$ cat src/sv/cba_ram.sv
// ----------------------------------------------------------------------------
// cba_ram
// simple dual-port ram, one write port, one read port with registered data
// ----------------------------------------------------------------------------
module cba_ram #(
  parameter int WIDTH = 8,
  parameter int DEPTH = 16
) (
  input  logic                                   clk,
  input  logic                                   we,
  input  logic [((DEPTH > 1) ? $clog2(DEPTH) : 1)-1:0] waddr,
  input  logic [WIDTH-1:0]                       wdata,
  input  logic [((DEPTH > 1) ? $clog2(DEPTH) : 1)-1:0] raddr,
  output logic [WIDTH-1:0]                       rdata
);

  logic [WIDTH-1:0] mem [DEPTH];
  logic [WIDTH-1:0] rdata_r;

  always_ff @(posedge clk) begin
    if (we) begin
      mem[waddr] <= wdata;
    end
    rdata_r <= mem[raddr];
  end

  assign rdata = rdata_r;

endmodule

$ cat config.mk
export PLATFORM = sky130hd
export DESIGN_NAME = cba_ram
export DESIGN_NICKNAME = d
export VERILOG_FILES = /design/src/sv/cba_ram.sv
export SDC_FILE = /design/constraint.sdc
export NUM_CORES = 1
export LEC_CHECK = 0
export BUFFER_PORTS_ARGS = -buffer_cell sky130_fd_sc_hd__buf_2
export CORE_ASPECT_RATIO = 2
export CORE_MARGIN = 4
export CORE_UTILIZATION = 58
export CTS_CLUSTER_DIAMETER = 80
export DETAILED_ROUTE_END_ITERATION = 10
export GPL_ROUTABILITY_DRIVEN = 0
export PLACE_DENSITY = 0.86
export SYNTH_ARGS = -nofsm -noshare
export SYNTH_HDL_FRONTEND = slang
export SYNTH_SLANG_ARGS = --single-unit
export TNS_END_PERCENT = 100
$ cat constraint.sdc
create_clock -name clk -period 5.1 [get_ports clk]
set_input_delay 1.02 -clock clk [delete_from_list [all_inputs] [get_ports clk]]
set_output_delay 1.02 -clock clk [all_outputs]
set_load 0.02 [all_outputs]
==> reports/metrics.cfg, run 1 <==
[run_status]
run_status = finished, final reports clean

[grt]
grtUsageMet3_pct = 6.42
track_usage_pct = 21.0
globalRoute.busiestLayer = met2
global_route_wire_length_before_repair_mm = 14.9
first_global_vias = 2515
grt_util_met2_pct = 34.6
antenna_found_initial = 0
grt_remaining_overflow = 0
grt_start_max_net_pins = 33
globalRouteMet1Util_pct = 25.6

[floorplan]
io_pins = 26
initial_utilization_pct = 59.5
die-area_um2 = 10500
die_w_um = 74.6
placementRows = 48
coreArea_um2 = 8650
fp.dieH_um = 141

[min_path]
worst_hold_startpoint = mem[12][1]
worst_case_hold_path_end_point = rdata[1]
hold-path-cell-count = 3
hp-class = reg -> reg

[critical_path]
timing.critical_path.fanout_max = 8
worst_stage_delay_on_the_critical_path_ps = 940
worst_path_max_delay_cell = nor3_1
timing.reg2reg.worst_path_depth = 3
timing.reg2reg.setup_slack_ps = 3700
worst_r2r_endpoint = rdata[3]
worstPathCellList = buf_2 -> or3b_2 -> nor3_1
critical_path_at_ps = 2590
timing.critical_path.from_type = input pin
critical_register_to_register_path_startpoint = mem[1][3]
kind_of_critical_path = in -> reg
data_required_time_of_the_critical_path_ps = 5120
worst_setup_path_end_kind = register

[timing]
relSlewSlack_pct = 18.2
fin_crit_sh_pct = 50.3
unrepaired_setup_endpoints_after_global_routing = false
finalSetupTns_ps = 0
skew_ps = 5.20
maxSlewViolCount = 0
finalHoldViolations = 0
fmax_ghz = 0.390
finalSetupViolCount = 0
min_period_ps = 2560
max_slew.worst_pin.slew_ps = 1220

[yosys]
synth_top_cell_area_share_pct = 74.7
ys_ff_latch = 136
synth.distinct_cells = 19
synthArstFlopShare_pct = 0
synth_area_um2 = 5150
syn-instance-count = 229
synth-edff-count = 128
synth.cells.most_frequent = edfxtp_1, mux4_2, a22oi_1, mux4_1, nor2_1
synth-main-ff-cell = edfxtp_1
library_cell_with_the_largest_summed_area_after_synthesis = edfxtp_1
yosys_warnings = 0
netlist_top_cells_area = edfxtp_1, mux4_2, mux4_1
synth_most_common_cell = edfxtp_1
synth_area_per_cell_um2 = 22.5
syn-num-nets = 247
yosysSeqAreaShare_pct = 77.8

[route]
via_count = 2400
drc = 0
detail_route.vias_per_cell = 6.33
antenna_violating_nets_left = 0
drtIter0Drc = 258
wl_mm = 9.68
firstDrtPassIters = 5
avgRoutedWirePerCell_um = 25.6

[clock_tree]
clock_tree.buffer_depth = 2
cts_inserted_buffers = 17
cts.htree.levels = 4
clock-root-buffer = clkbuf_16
post_cts.resized_instances = 0
post_cts_buffers = 0
cts.clk_slew.worst_paths_ps = 50
cts_sinks = 136
cts_hold_repair.buffers = 0
clock_tree_from_tritoncts = built
insertion_delay_ps = 410

[cells_and_area]
areaGrowthSynthToFinish_pct = 15.5
drive_above_1_share_pct = 26.9
fin_nets = 284
n_antenna_cell = 0

[place]
placement.io_buffers = 25
detailed_place_hpwl_mm = 6.03

[power_and_ir_drop]
power.static_leakage_nw = 2.00
p_per_area_nw_per_um2 = 440
p_total_mw = 2.61
power.ir.vdd_worst_v = 0.000339

[flow_run]
maxCapViolCount = 0

==> critical path: cells and delay by family <==
family / cells / cell delay (ps)
AND/OR/NAND/NOR: 2 / 1450
buffers and inverters: 1 / 110
==> layout make-up <==
class | count | area (um^2)
clock buffer | 18 | 429
fill | 529 | 2700
timing repair buffer | 28 | 148
sequential | 136 | 4000
clock inverter | 14 | 181
multi-input combinational | 83 | 1060
tap | 100 | 125
==> flip-flops by register name, indices dropped and copies added (netlist names) <==
signal  count
rdata       8
mem       128
==> metal layers <==
| layer | up-vias | routed length [um] |
|---|---|---|
| li1 | 1045 | - |
| met1 | 1221 | 3300 |
| met2 | 124 | 5540 |
| met3 | 10 | 691 |
| met4 | 0 | 148 |
| met5 | - | 0 |
==> cell usage in the layout, fill, tap and decap left out, types with 2 or more instances in the layout <==
master      synthesis  layout
mux4_2             18      18
buf_2               3      25
edfxtp_1          128     128
clkinv_4            0       2
nand2_1             9       9
a22oi_1            16      16
nand2b_1            2       2
clkbuf_16           0      17
bufinv_16           0       4
buf_4               1       3
nor3_1              4       4
clkinv_2            0       2
clkinvlp_4          0       3
nand3b_1            2       2
nor2_1             13      13
mux4_1             14      14
clkinv_1            0       3
dfxtp_1             8       8
==> stage by stage <==
stage | instance area [um^2] | setup slack (ps) | hold WS (ps) | utilization, % | cells
after global placement | 5330 | 2110 | 645 | 61.7 | 347
final | 5940 | 2540 | 671 | 68.7 | 379
after floorplan | 5150 | 2590 | 629 | - | 229
after detailed placement | 5330 | 2100 | 658 | 61.7 | 347
after global routing | 5940 | 2430 | 699 | 68.7 | 379
after CTS | 5940 | 2510 | 676 | 68.7 | 379
==> worst max-delay path by stage <==
| stage | startpoint | end | cells after the start |
|---|---|---|---|
| floorplan | waddr[2] | mem[0][0] | 2 |
| global placement | raddr[0] | rdata[5] | 4 |
| detailed placement | raddr[0] | rdata[5] | 4 |
| CTS | raddr[0] | rdata[3] | 4 |
| global route | raddr[0] | rdata[5] | 4 |
| finish | waddr[2] | mem[0][6] | 3 |
==> kinds of logic after synthesis <==
group	after synthesis	synth area share, %
buffers and inverters	10	1.68
and+or+nand+nor	35	3.18
muxes	32	15.0
AOI/OAI and AO/OA	16	2.33
DFF	136	77.8
==> where the power goes <==
part / internal (mW) / switching (mW)
logic: 0.0450 / 0.0710
registers: 1.25 / 0.00709
clock network: 0.811 / 0.430
Note: power is estimated with default switching activity, not from simulation.
==> run 2, diff against run 1 <==
==> constraint.sdc (replaced) <==
create_clock -name clk -period 2.5 [get_ports clk]
set_input_delay 0.5 -clock clk [delete_from_list [all_inputs] [get_ports clk]]
set_output_delay 0.5 -clock clk [all_outputs]
set_load 0.02 [all_outputs]
==> run 2 against run 1 <==
Effect of this change: power is 100% higher; clock power increased by 100%; sequential share of layout area decreased by 1.7 points; register-to-register slack worse by 2600 ps; combinational power is 120% higher; critical endpoint is now rdata[4]; critical path type unchanged; design area increased by 2.7%; via count increased by 3.3%; non-clock buffer count is 16 higher; setup slack got worse by 1500 ps; critical path depth increased by 2; sequential power is 100% higher; largest power group unchanged; die area is the same.
==> reports/metrics.cfg, run 2 (synthesis gave the netlist of run 1 again) <==
[run_status]
run_status = finished, final reports clean

[place]
detailed_place_hpwl_mm = 6.42
placement.io_buffers = 25
post-place-cells = 363

[timing]
unrepaired_setup_endpoints_after_global_routing = false
max_slew.worst_pin.slew_ps = 719
relSlewSlack_pct = 51.9
worst_case_hold_slack_ps = 473
skew_ps = 2.88
finalSetupViolCount = 0
min_period_ps = 1510
finalHoldViolations = 0
fmax_ghz = 0.663
finalSetupTns_ps = 0
maxSlewViolCount = 0
fin_crit_sh_pct = 60.4

[route]
avgRoutedWirePerCell_um = 25.8
wl_mm = 10.2
via_count = 2479
drc = 0
firstDrtPassIters = 5
drtIter0Drc = 223
detail_route.vias_per_cell = 6.28
antenna_violating_nets_left = 0

[floorplan]
die_w_um = 74.6
fp.dieH_um = 141
die-area_um2 = 10500
placementRows = 48
coreArea_um2 = 8650
io_pins = 26
initial_utilization_pct = 59.5

[critical_path]
critical_path_at_ps = 1800
kind_of_critical_path = in -> reg
timing.critical_path.fanout_max = 17
data_required_time_of_the_critical_path_ps = 2790
worst_setup_path_end_kind = register
timing.critical_path.from_type = input pin

[power_and_ir_drop]
power.share.switching_pct = 19.3
p_total_mw = 5.34
clock_power_share_pct = 47.2
p_per_area_nw_per_um2 = 875
power.share.sequential_pct = 48.0
power.ir.vdd_worst_v = 0.000724
power.static_leakage_nw = 2.10
switchingPower_mw = 1.03
p_int_mw = 4.31
pwr-share-comb_pct = 4.8

[cells_and_area]
largest_register_ff_count = 128
n_antenna_cell = 0
drive_above_1_share_pct = 30.8
fin_nets = 300
fillers = 513
register_bank_with_the_most_flops = mem
final_common_cell = edfxtp_1
final_cell_count_no_fill = 395
most_used_cells_in_the_layout_excluding_fill_and_tap_cells = edfxtp_1, buf_2, mux4_2
areaGrowthSynthToFinish_pct = 18.5
postLayoutCoreUtil_pct = 70.6

[clock_tree]
clock_tree.buffer_depth = 2
post_cts_buffers = 0
cts_hold_repair.buffers = 0
insertion_delay_ps = 410
cts.htree.levels = 4
cts_sinks = 136
cts.clk_slew.worst_paths_ps = 60
post_cts.resized_instances = 0
cts_inserted_buffers = 17
clock-root-buffer = clkbuf_16
clock_tree_from_tritoncts = built

[grt]
antenna_found_initial = 0
grt_start_max_net_pins = 20
global_route_wire_length_before_repair_mm = 15.8
track_usage_pct = 22.0
first_global_vias = 2599
grt_remaining_overflow = 0

[min_path]
hp-class = in -> reg

[flow_run]
maxCapViolCount = 0

==> run 2: changes by cell type in the layout (fill, tap and decap cells not counted) <==
cell,change
buf_4,+13
buf_12,+3
==> run 2: path summary, 6_finish.rpt <==
path	from	to	slack (ps)	cells after the start
max	raddr[1]	rdata[4]	990	5
min	wdata[1]	mem[2][1]	470	1
max reg2reg	mem[1][2]	rdata[2]	1080	3
min reg2reg	mem[12][7]	rdata[7]	690	3
==> run 2: layout make-up <==
| class | count | area [um^2] | area share (%) |
|---|---|---|---|
| tap | 100 | 125 | 2.05 |
| sequential | 136 | 4000 | 65.6 |
| multi-input combinational | 83 | 1060 | 17.3 |
| clock inverter | 14 | 181 | 2.97 |
| timing repair buffer | 44 | 305 | 5.00 |
| clock buffer | 18 | 429 | 7.03 |
==> run 2: critical path, stage by stage <==
cell	delay, ps
buf_2	360
buf_12	220
mux4_2	330
a22oi_1	280
nand2_1	100
==> run 2: routing by layer <==
| metal | global-route usage, % | wire, um |
|---|---|---|
| met1 | 26.5 | 3540 |
| met2 | 37.5 | 5830 |
| met3 | 6.07 | 590 |
| met4 | 7.50 | 229 |
| met5 | 0 | 0 |
==> run 2: power groups by stage <==
| stage | combinational [mW] | sequential, mW | clock (mW) |
|---|---|---|---|
| global route | 0.274 | 2.57 | 2.66 |
| global placement | 0.244 | 2.61 | 0 |
| finish | 0.254 | 2.57 | 2.52 |
| detailed placement | 0.253 | 2.61 | 0 |
| floorplan | 0.129 | 2.63 | 0 |
| CTS | 0.258 | 2.57 | 2.55 |
==> run 2: per-stage QoR <==
stage / instance area [um^2] / worst slack, ps
after floorplan: 5150 / 507
after global placement: 5490 / 643
after detailed placement: 5490 / 592
after CTS: 6100 / 986
after global routing: 6100 / 966
final: 6100 / 991
